File: config.mk
export PLATFORM = sky130hd
export DESIGN_NAME = multi_resource_deadlock_detector
export DESIGN_NICKNAME = d
export VERILOG_FILES = /design/src/rtl/core/mrdd_pkg.sv /design/src/rtl/core/mrdd_ctrl.sv /design/src/rtl/core/mrdd_datapath.sv /design/src/rtl/core/multi_resource_deadlock_detector.sv
export SDC_FILE = /design/constraint.sdc
export NUM_CORES = 2
export LEC_CHECK = 0
export BUFFER_PORTS_ARGS = -buffer_cell sky130_fd_sc_hd__buf_2
export CAP_MARGIN = 40
export CORE_MARGIN = 2
export CORE_UTILIZATION = 30
export CTS_CLUSTER_DIAMETER = 150
export DETAILED_ROUTE_END_ITERATION = 10
export GPL_TIMING_DRIVEN = 0
export PLACE_DENSITY = 0.51
export SLEW_MARGIN = 20
export SYNTH_ARGS = -nofsm -noshare
export SYNTH_HDL_FRONTEND = slang
export SYNTH_HIERARCHICAL = 1
export SYNTH_MEMORY_MAX_BITS = 65536
export SYNTH_SLANG_ARGS = --single-unit
File: constraint.sdc
create_clock -name clock -period 5.9 [get_ports clock]
set_input_delay 0.59 -clock clock [delete_from_list [all_inputs] [get_ports clock]]
set_output_delay 0.59 -clock clock [all_outputs]
set_load 0.01 [all_outputs]
File: src/rtl/core/mrdd_pkg.sv
`timescale 1ns / 1ps
// ----------------------------------------------------------------------------
// mrdd_pkg
// Shared constants, types and helpers for the multi-resource deadlock
// detector: sizes, opcodes, register map and controller/datapath structs.
// ----------------------------------------------------------------------------
package mrdd_pkg;

   // Sizing
   localparam int MAX_PROCESSES      = 16;
   localparam int MAX_RESOURCE_TYPES = 8;
   localparam int COUNT_BITS         = 16;

   localparam int PROC_BITS  = (MAX_PROCESSES > 1) ? $clog2(MAX_PROCESSES) : 1;
   localparam int RES_BITS   = (MAX_RESOURCE_TYPES > 1) ? $clog2(MAX_RESOURCE_TYPES) : 1;
   localparam int ADDR_BITS  = PROC_BITS + RES_BITS;
   localparam int MEM_DEPTH  = 1 << ADDR_BITS;
   // signed work value: existence minus up to MAX_PROCESSES allocations
   localparam int WORK_BITS  = COUNT_BITS + PROC_BITS + 2;

   // Fixed field widths of the stream beats
   localparam int OPC_BITS   = 2;
   localparam int PIDX_BITS  = 4;
   localparam int RIDX_BITS  = 3;
   localparam int VAL_BITS   = 16;
   localparam int PID_BITS   = 4;
   localparam int REQ_DATA_BITS = 24;
   localparam int RSP_DATA_BITS = 8;

   // Register map
   localparam int CSR_ADDR_BITS = 3;
   localparam int CSR_DATA_BITS = 32;
   localparam int NP_REG_BITS   = 5;
   localparam int NR_REG_BITS   = 4;
   localparam logic CSR_IDX_NP  = 1'b0;
   localparam logic CSR_IDX_NR  = 1'b1;
   localparam logic [NP_REG_BITS-1:0] NP_RESET = NP_REG_BITS'(16);
   localparam logic [NR_REG_BITS-1:0] NR_RESET = NR_REG_BITS'(8);

   typedef enum logic [OPC_BITS-1:0] {
      OPC_WR_EXIST = 2'd0,
      OPC_WR_ALLOC = 2'd1,
      OPC_WR_REQ   = 2'd2,
      OPC_RUN      = 2'd3
   } opcode_type;

   // Operation carried alongside a memory read to its data cycle
   typedef enum logic [1:0] {
      PIPE_NONE = 2'd0,
      PIPE_SUB  = 2'd1,
      PIPE_CHK  = 2'd2,
      PIPE_ADD  = 2'd3
   } pipe_op_type;

   typedef struct packed {
      logic                 load;
      logic                 init;
      pipe_op_type          rd_op;
      logic [PROC_BITS-1:0] proc;
      logic [RES_BITS-1:0]  res;
      logic                 clr_fit;
      logic                 set_fin;
      logic                 clr_prog;
      logic                 emit_load;
   } dp_cmd_type;

   typedef struct packed {
      logic                 fin_cur;
      logic                 fits;
      logic                 progress;
      logic                 rsp_free;
      logic [PROC_BITS-1:0] np_m1;
      logic [RES_BITS-1:0]  nr_m1;
   } dp_stat_type;

   // Last active process index, register saturated to 1..MAX_PROCESSES
   function automatic logic [PROC_BITS-1:0] clamp_np_m1(logic [NP_REG_BITS-1:0] v);
      logic [PROC_BITS-1:0] r;
      if (v == '0)
         r = '0;
      else if (32'(v) > MAX_PROCESSES)
         r = PROC_BITS'(MAX_PROCESSES - 1);
      else
         r = PROC_BITS'(v - NP_REG_BITS'(1));
      return r;
   endfunction

   // Last active resource index, register saturated to 1..MAX_RESOURCE_TYPES
   function automatic logic [RES_BITS-1:0] clamp_nr_m1(logic [NR_REG_BITS-1:0] v);
      logic [RES_BITS-1:0] r;
      if (v == '0)
         r = '0;
      else if (32'(v) > MAX_RESOURCE_TYPES)
         r = RES_BITS'(MAX_RESOURCE_TYPES - 1);
      else
         r = RES_BITS'(v - NR_REG_BITS'(1));
      return r;
   endfunction

endpackage

File: src/rtl/core/mrdd_ctrl.sv
`timescale 1ns / 1ps
// ----------------------------------------------------------------------------
// mrdd_ctrl
// Sequencer for the detector: accepts loads, then walks the allocation and
// request memories one element a cycle through init, passes and result beats.
// ----------------------------------------------------------------------------
module mrdd_ctrl (
   input  logic                      clock,
   input  logic                      reset,
   input  logic                      req_tvalid,
   output logic                      req_tready,
   input  logic [1:0]                req_tuser,
   input  mrdd_pkg::dp_stat_type     stat,
   output mrdd_pkg::dp_cmd_type      cmd
);
   import mrdd_pkg::*;

   typedef enum logic [9:0] {
      ST_IDLE  = 10'b00_0000_0001,
      ST_INIT  = 10'b00_0000_0010,
      ST_SUB   = 10'b00_0000_0100,
      ST_PASS  = 10'b00_0000_1000,
      ST_PROC  = 10'b00_0001_0000,
      ST_CHK   = 10'b00_0010_0000,
      ST_DEC   = 10'b00_0100_0000,
      ST_ADD   = 10'b00_1000_0000,
      ST_END   = 10'b01_0000_0000,
      ST_EMIT  = 10'b10_0000_0000
   } state_type;

   state_type            state_ff, state_in;
   logic [PROC_BITS-1:0] i_ff, i_in;
   logic [RES_BITS-1:0]  j_ff, j_in;
   logic                 last_i, last_j;

   assign last_i = (i_ff == stat.np_m1);
   assign last_j = (j_ff == stat.nr_m1);

   // Next state and counters
   always_comb begin
      state_in      = state_ff;
      i_in          = i_ff;
      j_in          = j_ff;
      req_tready    = 1'b0;
      cmd           = '0;
      cmd.rd_op     = PIPE_NONE;
      cmd.proc      = i_ff;
      cmd.res       = j_ff;
      case (state_ff)
         ST_IDLE: begin
            req_tready = 1'b1;
            if (req_tvalid) begin
               if (opcode_type'(req_tuser) == OPC_RUN)
                  state_in = ST_INIT;
               else
                  cmd.load = 1'b1;
            end
         end
         ST_INIT: begin
            cmd.init = 1'b1;
            i_in     = '0;
            j_in     = '0;
            state_in = ST_SUB;
         end
         ST_SUB: begin
            cmd.rd_op = PIPE_SUB;
            if (last_j) begin
               j_in = '0;
               if (last_i) begin
                  i_in     = '0;
                  state_in = ST_PASS;
               end else begin
                  i_in = i_ff + PROC_BITS'(1);
               end
            end else begin
               j_in = j_ff + RES_BITS'(1);
            end
         end
         ST_PASS: begin
            cmd.clr_prog = 1'b1;
            i_in         = '0;
            state_in     = ST_PROC;
         end
         ST_PROC: begin
            if (stat.fin_cur) begin
               if (last_i)
                  state_in = ST_END;
               else
                  i_in = i_ff + PROC_BITS'(1);
            end else begin
               cmd.clr_fit = 1'b1;
               j_in        = '0;
               state_in    = ST_CHK;
            end
         end
         ST_CHK: begin
            cmd.rd_op = PIPE_CHK;
            if (last_j) begin
               j_in     = '0;
               state_in = ST_DEC;
            end else begin
               j_in = j_ff + RES_BITS'(1);
            end
         end
         ST_DEC: begin
            if (stat.fits) begin
               cmd.set_fin = 1'b1;
               j_in        = '0;
               state_in    = ST_ADD;
            end else if (last_i) begin
               state_in = ST_END;
            end else begin
               i_in     = i_ff + PROC_BITS'(1);
               state_in = ST_PROC;
            end
         end
         ST_ADD: begin
            cmd.rd_op = PIPE_ADD;
            if (last_j) begin
               j_in = '0;
               if (last_i) begin
                  state_in = ST_END;
               end else begin
                  i_in     = i_ff + PROC_BITS'(1);
                  state_in = ST_PROC;
               end
            end else begin
               j_in = j_ff + RES_BITS'(1);
            end
         end
         ST_END: begin
            i_in = '0;
            if (stat.progress)
               state_in = ST_PASS;
            else
               state_in = ST_EMIT;
         end
         ST_EMIT: begin
            if (stat.rsp_free) begin
               cmd.emit_load = 1'b1;
               if (last_i) begin
                  i_in     = '0;
                  state_in = ST_IDLE;
               end else begin
                  i_in = i_ff + PROC_BITS'(1);
               end
            end
         end
         default: begin
            state_in = ST_IDLE;
         end
      endcase
   end

   // State and counter registers
   always_ff @(posedge clock) begin
      if (reset) begin
         state_ff <= ST_IDLE;
         i_ff     <= '0;
         j_ff     <= '0;
      end else begin
         state_ff <= state_in;
         i_ff     <= i_in;
         j_ff     <= j_in;
      end
   end

   // The fit decision always follows a full request row walk
   a_dec_after_chk: assert property (@(posedge clock) disable iff (reset)
      (state_ff == ST_DEC) |-> $past(state_ff == ST_CHK))
      else $error("decide state not preceded by request walk");

   // A process is never finished twice in one run
   a_set_fin_once: assert property (@(posedge clock) disable iff (reset)
      cmd.set_fin |-> !stat.fin_cur)
      else $error("finished mark set on a finished process");

   // A pass without progress leads to result beats from process zero
   a_end_to_emit: assert property (@(posedge clock) disable iff (reset)
      (state_ff == ST_END && !stat.progress) |=> (state_ff == ST_EMIT && i_ff == '0))
      else $error("run did not move to result beats");

endmodule

File: src/rtl/core/mrdd_datapath.sv
`timescale 1ns / 1ps
// ----------------------------------------------------------------------------
// mrdd_datapath
// Register file, existence vector, allocation and request memories, work
// vector, finished marks and the result register.
// ----------------------------------------------------------------------------
module mrdd_datapath (
   input  logic                                  clock,
   input  logic                                  reset,
   input  mrdd_pkg::dp_cmd_type                  cmd,
   output mrdd_pkg::dp_stat_type                 stat,
   // load beat fields
   input  logic [mrdd_pkg::OPC_BITS-1:0]         ld_opcode,
   input  logic [mrdd_pkg::PIDX_BITS-1:0]        ld_proc,
   input  logic [mrdd_pkg::RIDX_BITS-1:0]        ld_res,
   input  logic [mrdd_pkg::VAL_BITS-1:0]         ld_value,
   // result register
   output logic                                  rsp_valid,
   input  logic                                  rsp_ready,
   output logic [mrdd_pkg::PID_BITS-1:0]         rsp_pid,
   output logic                                  rsp_dead,
   output logic                                  rsp_last,
   // register port
   input  logic                                  csr_wr,
   input  logic                                  csr_idx,
   input  logic [mrdd_pkg::CSR_DATA_BITS-1:0]    csr_wdata,
   output logic [mrdd_pkg::CSR_DATA_BITS-1:0]    csr_rdata
);
   import mrdd_pkg::*;

   logic [NP_REG_BITS-1:0]       np_reg_ff;
   logic [NR_REG_BITS-1:0]       nr_reg_ff;
   logic [COUNT_BITS-1:0]        exist_ff [MAX_RESOURCE_TYPES];
   logic [COUNT_BITS-1:0]        alloc_mem [MEM_DEPTH];
   logic [COUNT_BITS-1:0]        req_mem [MEM_DEPTH];
   logic [COUNT_BITS-1:0]        alloc_rd_ff;
   logic [COUNT_BITS-1:0]        req_rd_ff;
   logic signed [WORK_BITS-1:0]  work_ff [MAX_RESOURCE_TYPES];
   logic [MAX_PROCESSES-1:0]     fin_ff;
   logic                         fit_ff;
   logic                         prog_ff;
   pipe_op_type                  op_q_ff;
   logic [RES_BITS-1:0]          res_q_ff;
   logic                         rsp_valid_ff;
   logic [PID_BITS-1:0]          rsp_pid_ff;
   logic                         rsp_dead_ff;
   logic                         rsp_last_ff;
   logic                         in_range;
   logic [ADDR_BITS-1:0]         wr_addr;
   logic [ADDR_BITS-1:0]         rd_addr;
   logic signed [WORK_BITS-1:0]  alloc_ext;
   logic signed [WORK_BITS-1:0]  req_ext;
   logic                         req_le;
   logic [PROC_BITS-1:0]         np_m1;

   // Register file
   always_ff @(posedge clock) begin
      if (reset) begin
         np_reg_ff <= NP_RESET;
         nr_reg_ff <= NR_RESET;
      end else if (csr_wr) begin
         if (csr_idx == CSR_IDX_NP)
            np_reg_ff <= csr_wdata[NP_REG_BITS-1:0];
         else
            nr_reg_ff <= csr_wdata[NR_REG_BITS-1:0];
      end
   end

   assign csr_rdata = (csr_idx == CSR_IDX_NP) ? CSR_DATA_BITS'(np_reg_ff)
                                             : CSR_DATA_BITS'(nr_reg_ff);
   assign np_m1 = clamp_np_m1(np_reg_ff);

   // Load addressing; rows or columns beyond the array are dropped
   assign in_range = (32'(ld_proc) < MAX_PROCESSES) && (32'(ld_res) < MAX_RESOURCE_TYPES);
   assign wr_addr  = {ld_proc[PROC_BITS-1:0], ld_res[RES_BITS-1:0]};
   assign rd_addr  = {cmd.proc, cmd.res};

   // Existence vector
   always_ff @(posedge clock) begin
      if (cmd.load && opcode_type'(ld_opcode) == OPC_WR_EXIST
          && 32'(ld_res) < MAX_RESOURCE_TYPES)
         exist_ff[ld_res[RES_BITS-1:0]] <= ld_value[COUNT_BITS-1:0];
   end

   // Allocation and request memories, registered reads
   always_ff @(posedge clock) begin
      if (cmd.load && in_range && opcode_type'(ld_opcode) == OPC_WR_ALLOC)
         alloc_mem[wr_addr] <= ld_value[COUNT_BITS-1:0];
      alloc_rd_ff <= alloc_mem[rd_addr];
   end

   always_ff @(posedge clock) begin
      if (cmd.load && in_range && opcode_type'(ld_opcode) == OPC_WR_REQ)
         req_mem[wr_addr] <= ld_value[COUNT_BITS-1:0];
      req_rd_ff <= req_mem[rd_addr];
   end

   // Read data cycle tag
   always_ff @(posedge clock) begin
      if (reset) begin
         op_q_ff  <= PIPE_NONE;
         res_q_ff <= '0;
      end else begin
         op_q_ff  <= cmd.rd_op;
         res_q_ff <= cmd.res;
      end
   end

   assign alloc_ext = signed'({{(WORK_BITS-COUNT_BITS){1'b0}}, alloc_rd_ff});
   assign req_ext   = signed'({{(WORK_BITS-COUNT_BITS){1'b0}}, req_rd_ff});
   assign req_le    = (req_ext <= work_ff[res_q_ff]);

   // Work vector: load from existence, then subtract or add back one element
   always_ff @(posedge clock) begin
      if (reset) begin
         for (int k = 0; k < MAX_RESOURCE_TYPES; k++)
            work_ff[k] <= '0;
      end else if (cmd.init) begin
         for (int k = 0; k < MAX_RESOURCE_TYPES; k++)
            work_ff[k] <= signed'({{(WORK_BITS-COUNT_BITS){1'b0}}, exist_ff[k]});
      end else if (op_q_ff == PIPE_SUB) begin
         work_ff[res_q_ff] <= work_ff[res_q_ff] - alloc_ext;
      end else if (op_q_ff == PIPE_ADD) begin
         work_ff[res_q_ff] <= work_ff[res_q_ff] + alloc_ext;
      end
   end

   // Row fit accumulator
   always_ff @(posedge clock) begin
      if (reset)
         fit_ff <= 1'b0;
      else if (cmd.clr_fit)
         fit_ff <= 1'b1;
      else if (op_q_ff == PIPE_CHK)
         fit_ff <= fit_ff & req_le;
   end

   // Finished marks and pass progress
   always_ff @(posedge clock) begin
      if (reset) begin
         fin_ff  <= '0;
         prog_ff <= 1'b0;
      end else begin
         if (cmd.init)
            fin_ff <= '0;
         else if (cmd.set_fin)
            fin_ff[cmd.proc] <= 1'b1;
         if (cmd.clr_prog)
            prog_ff <= 1'b0;
         else if (cmd.set_fin)
            prog_ff <= 1'b1;
      end
   end

   // Result register
   always_ff @(posedge clock) begin
      if (reset)
         rsp_valid_ff <= 1'b0;
      else if (cmd.emit_load)
         rsp_valid_ff <= 1'b1;
      else if (rsp_ready)
         rsp_valid_ff <= 1'b0;
   end

   always_ff @(posedge clock) begin
      if (cmd.emit_load) begin
         rsp_pid_ff  <= PID_BITS'(cmd.proc);
         rsp_dead_ff <= !fin_ff[cmd.proc];
         rsp_last_ff <= (cmd.proc == np_m1);
      end
   end

   assign rsp_valid = rsp_valid_ff;
   assign rsp_pid   = rsp_pid_ff;
   assign rsp_dead  = rsp_dead_ff;
   assign rsp_last  = rsp_last_ff;

   // Status to the sequencer
   always_comb begin
      stat          = '0;
      stat.fin_cur  = fin_ff[cmd.proc];
      stat.fits     = fit_ff & ((op_q_ff != PIPE_CHK) | req_le);
      stat.progress = prog_ff;
      stat.rsp_free = !rsp_valid_ff || rsp_ready;
      stat.np_m1    = np_m1;
      stat.nr_m1    = clamp_nr_m1(nr_reg_ff);
   end

   // No load lands while a run is reading the memories
   a_no_load_in_run: assert property (@(posedge clock) disable iff (reset)
      (op_q_ff != PIPE_NONE) |-> !cmd.load)
      else $error("load during memory walk");

   // A result beat is only loaded into a free register
   a_emit_free: assert property (@(posedge clock) disable iff (reset)
      cmd.emit_load |-> (!rsp_valid_ff || rsp_ready))
      else $error("result beat overwritten");

   // A run starts with no process finished
   a_init_clears: assert property (@(posedge clock) disable iff (reset)
      cmd.init |=> (fin_ff == '0 && !cmd.set_fin))
      else $error("finished marks not cleared at run start");

endmodule

File: src/rtl/core/multi_resource_deadlock_detector.sv
`timescale 1ns / 1ps
// ----------------------------------------------------------------------------
// multi_resource_deadlock_detector
// Multiple-resource deadlock detection over a loaded existence vector,
// allocation matrix and request matrix.
// ----------------------------------------------------------------------------
// Load beats (tuser 0, 1, 2) write one element each and are taken one per
// cycle while idle. A run beat (tuser 3) holds off the input while the
// detector walks the allocation and request memories through a single read
// port, one element per cycle: it builds the work vector from existence less
// the active P by R allocations, then per pass checks the request row of each
// unfinished process and releases the allocation row of each one that fits,
// with at most P+1 passes; then P result beats, one per cycle when the sink
// is ready (P, R: active counts). The next load is accepted while the last
// result beat still waits.
// ----------------------------------------------------------------------------
module multi_resource_deadlock_detector (
   input  logic                                  clock,
   input  logic                                  reset,
   // request stream
   input  logic                                  req_tvalid,
   output logic                                  req_tready,
   input  logic [mrdd_pkg::REQ_DATA_BITS-1:0]    req_tdata,  // process_index, resource_index, value, pad
   input  logic [mrdd_pkg::OPC_BITS-1:0]         req_tuser,  // opcode
   // result stream
   output logic                                  rsp_tvalid,
   input  logic                                  rsp_tready,
   output logic [mrdd_pkg::RSP_DATA_BITS-1:0]    rsp_tdata,  // process_id, deadlocked, pad
   output logic                                  rsp_tlast,
   // register port
   input  logic                                  csr_psel,
   input  logic                                  csr_penable,
   input  logic                                  csr_pwrite,
   input  logic [mrdd_pkg::CSR_ADDR_BITS-1:0]    csr_paddr,
   input  logic [mrdd_pkg::CSR_DATA_BITS-1:0]    csr_pwdata,
   output logic [mrdd_pkg::CSR_DATA_BITS-1:0]    csr_prdata,
   output logic                                  csr_pready
);
   import mrdd_pkg::*;

   dp_cmd_type            cmd;
   dp_stat_type           stat;
   logic                  csr_wr;
   logic [PID_BITS-1:0]   rsp_pid;
   logic                  rsp_dead;

   // Register writes complete in the access phase
   assign csr_pready = 1'b1;
   assign csr_wr     = csr_psel & csr_penable & csr_pwrite & csr_pready;

   mrdd_ctrl u_ctrl (
      .clock      (clock),
      .reset      (reset),
      .req_tvalid (req_tvalid),
      .req_tready (req_tready),
      .req_tuser  (req_tuser),
      .stat       (stat),
      .cmd        (cmd)
   );

   mrdd_datapath u_dp (
      .clock      (clock),
      .reset      (reset),
      .cmd        (cmd),
      .stat       (stat),
      .ld_opcode  (req_tuser),
      .ld_proc    (req_tdata[PIDX_BITS-1:0]),
      .ld_res     (req_tdata[PIDX_BITS+RIDX_BITS-1:PIDX_BITS]),
      .ld_value   (req_tdata[PIDX_BITS+RIDX_BITS+VAL_BITS-1:PIDX_BITS+RIDX_BITS]),
      .rsp_valid  (rsp_tvalid),
      .rsp_ready  (rsp_tready),
      .rsp_pid    (rsp_pid),
      .rsp_dead   (rsp_dead),
      .rsp_last   (rsp_tlast),
      .csr_wr     (csr_wr),
      .csr_idx    (csr_paddr[2]),
      .csr_wdata  (csr_pwdata),
      .csr_rdata  (csr_prdata)
   );

   // Result beat packing
   assign rsp_tdata = {{(RSP_DATA_BITS-PID_BITS-1){1'b0}}, rsp_dead, rsp_pid};

endmodule

==> metrics.yaml <==
final_max_slew_viol_count: 0
cts_sinks: 4488
cts-root-buf: "clkbuf_16"
placedCellCount: 17200
crit_path_max_incr_delay_ns: 0.77
cp.arrival_ns: 6.86
grt_pass1_wl_mm: 805
finalSetupViolCount: 8
avgRoutedWirePerCell_microns: 33.0
design.core.area_sq_um: 582000
fmax_mhz: 167
ir_worst_vdd_mv: 0.286
dp_hpwl_mm: 417
initialDrtViolationCount: 13400
postCtsSetupRepairBufs: 0
hold_ws_ns: 0.0734
cts_tree: "done"
die_x_microns: 768
antenna_found_initial: 70
syn_inst: 8930
die-area_sq_um: 590000
grt_util_all_layers_pct: 19.6
ios: 112
rows: 280
finalHoldViolations: 0
port-buffer-count: 50
violations: "setup timing"
required_ns: 6.76
critical_path.top_delay_family: "buffers and inverters"
setup_tns_ns: -0.481
crit_chain: "buf_2 > buf_2 > buf_2 > buf_2 > mux4_2 > a22oi_1 > nand4_1 > or4_1"
worst-path-buf-inv: 4
period_needed_ns: 6.00
vias_per_cell: 5.34
synth_cell_types: 91
areaGrowthSynthToFinish_pct: 19.2
synthesis.area_sq_um: 175000
place_congestion: 0.937
relSlewSlack_pct: 18.5
register_area_sq_um: 134000
crit_path_start_kind: "flip-flop"
grt_max_degree: 113
synth-seq-cells: 4488
finalPower_mw: 67.7
ys_async_sr_fraction_pct: 0
drc: 0
power.leakage_nw: 62.5
clkLatencyLatePin_ns: 1.07
final_cell_mix: "edfxtp_1 (4406), mux2i_1 (793), mux4_2 (681)"
ys.flop_type: "edfxtp_1"
antenna_left: 0
tightest_slew_ns: 1.22
fillers: 53800
crit_fanout: 10
dp_slack_ns: -0.708
maxCapViolCount: 0
final.period_utilization_pct: 102
cts.path.max_buffers: 4
rsz0062_at_grt: "no"
skew_ns: 0.0961
yosysSeqAreaShare_pct: 76.5
path_clk_slew_ns: 0.06
critical_path_class: "flip-flop to flip-flop"
critPathMostFrequentCell: "buf_2"
start_util_pct: 30.1
end_kind: "flip-flop"
drive_above_1_share_pct: 23.8
vias: 97300
drt-pass1-iter-count: 6
crit_slowest_cell: "a22oi_1"
outcome: "finished with violations"
routed_wl_mm: 601
synth_edf_count: 4406
cts_buffers: 445
p_per_area_nw_per_um2: 324
fin_ws_ns: -0.102
hold_path_class: "input port to flip-flop"
syn_avg_cell_area_sq_um: 19.6
nets: 10000
grt_pass1_vias: 94800
final_common_cell: "edfxtp_1"
grt_overflow: 0
yosysWarnings: 6
multi_input_area_sq_um: 40300
stdcell_count: 18200
htreeDepth: 5
fp.dieH_microns: 768
[sequential cells by signal (all words and copies together), names as in the netlist]
| register | cells |
|---|---|
| u_dp/alloc_rd_ff | 16 |
| u_dp/rsp_valid | 1 |
| u_dp/work_ff | 176 |
| u_dp/fit_ff | 1 |
| u_dp/req_mem | 2048 |
| u_dp/rsp_pid | 4 |
| u_dp/np_reg_ff | 5 |
| u_dp/fin_ff | 16 |
| u_ctrl/i_ff | 4 |
| u_dp/nr_reg_ff | 4 |
| u_ctrl/j_ff | 3 |
| u_dp/alloc_mem | 2048 |
| u_ctrl/state_ff | 10 |
| u_dp/rsp_last | 1 |
| u_dp/res_q_ff | 3 |
| u_dp/rsp_dead | 1 |
| u_dp/prog_ff | 1 |
| u_dp/op_q_ff | 2 |
| u_dp/exist_ff | 128 |
| u_dp/req_rd_ff | 16 |
[power breakdown]
group	leakage, nW	switching, mW	internal (mW)	total, mW
clock network	7.05	12.4	16.1	28.5
registers	40.5	0.125	35.2	35.4
logic	15.0	2.81	1.08	3.89
[synthesized netlist by cell type (all sizes together) (80+ instances only)]
library cell | number | area, sq um
buf | 244 | 1480
a211oi | 108 | 816
a22oi | 369 | 2770
mux4 | 681 | 15300
clkbuf | 322 | 1210
nand3 | 152 | 761
edfxtp | 4406 | 132000
nand2 | 217 | 817
a221oi | 82 | 724
o21ai | 80 | 400
mux2i | 793 | 7940
nor2 | 358 | 1340
a31oi | 101 | 632
a21oi | 112 | 564
dfxtp | 82 | 1640
a22o | 179 | 1570
nor2b | 97 | 607
[routing by layer]
| metal | up-vias | global-route usage, % | part of all wire [%] |
|---|---|---|---|
| li1 | 39100 | - | - |
| met2 | 5052 | 31.3 | 46 |
| met1 | 52100 | 26.4 | 40 |
| met3 | 997 | 3.59 | 8.9 |
| met4 | 28 | 8.43 | 5.0 |
| met5 | - | 0 | 0.032 |
[through the flow]
stage / cell area (sq um) / utilization [%]
after floorplan: 175000 / -
after detailed placement: 193000 / 33.2
after global routing: 209000 / 35.9
after global placement: 185000 / 31.8
after CTS: 208000 / 35.8
final: 209000 / 35.9
[cell families (layout without fill, tap and decap cells)]
logic type | count (synthesis) | count (layout) | share of synthesized area (%)
compound gates | 1152 | 1152 | 4.85
xor+xnor | 41 | 41 | 0.205
fa+ha+maj | 43 | 43 | 0.312
buf+inv | 607 | 1935 | 1.62
flops | 4488 | 4488 | 76.5
mux | 1493 | 1493 | 13.4
other cells | 3 | 199 | 0.00643
simple gates | 1103 | 1103 | 3.09
[timing repair]
action / in CTS / in global routing
setup endpoints to repair: 84 / 64
resized for setup: 8 / 22
hold endpoints to repair: 176 / 0
pin swaps: 0 / 1
hold buffers: 23 / 0
[path summary, 6_finish.rpt]
kind	start	end	slack, ns	depth (start not counted)
max	u_ctrl/j_ff[1]$_SDFFE_PP0P_	u_dp/alloc_rd_ff[3]$_DFF_P_	-0.10	8
min	req_tdata[5]	u_dp/exist_ff[7][11]$_DFFE_PP_	0.07	3
max reg2reg	u_ctrl/j_ff[1]$_SDFFE_PP0P_	u_dp/alloc_rd_ff[3]$_DFF_P_	-0.10	8
min reg2reg	u_dp/fin_ff[4]$_SDFFE_PP0P_	u_dp/fin_ff[4]$_SDFFE_PP0P_	0.47	2
[layout make-up]
cell class / instances / area share [%]
antenna: 168 / 0.201
multi-input combinational: 3863 / 19.3
sequential: 4488 / 64.2
buffer: 566 / 1.33
inverter: 41 / 0.0737
clock buffer: 545 / 5.59
clock inverter: 278 / 1.36
timing repair buffer: 505 / 3.36
tap: 7755 / 4.65
[worst reg2reg max path: cells and delay by family, from the launching register on]
kind | cells | cell delay (ns)
buffers and inverters | 4 | 2.72
AND/OR/NAND/NOR | 2 | 1.41
AO/OA/AOI/OAI | 1 | 0.77
multiplexers | 1 | 0.50
flip-flops | 1 | 0.39
No activity file was read; power rests on OpenSTA's default activity.
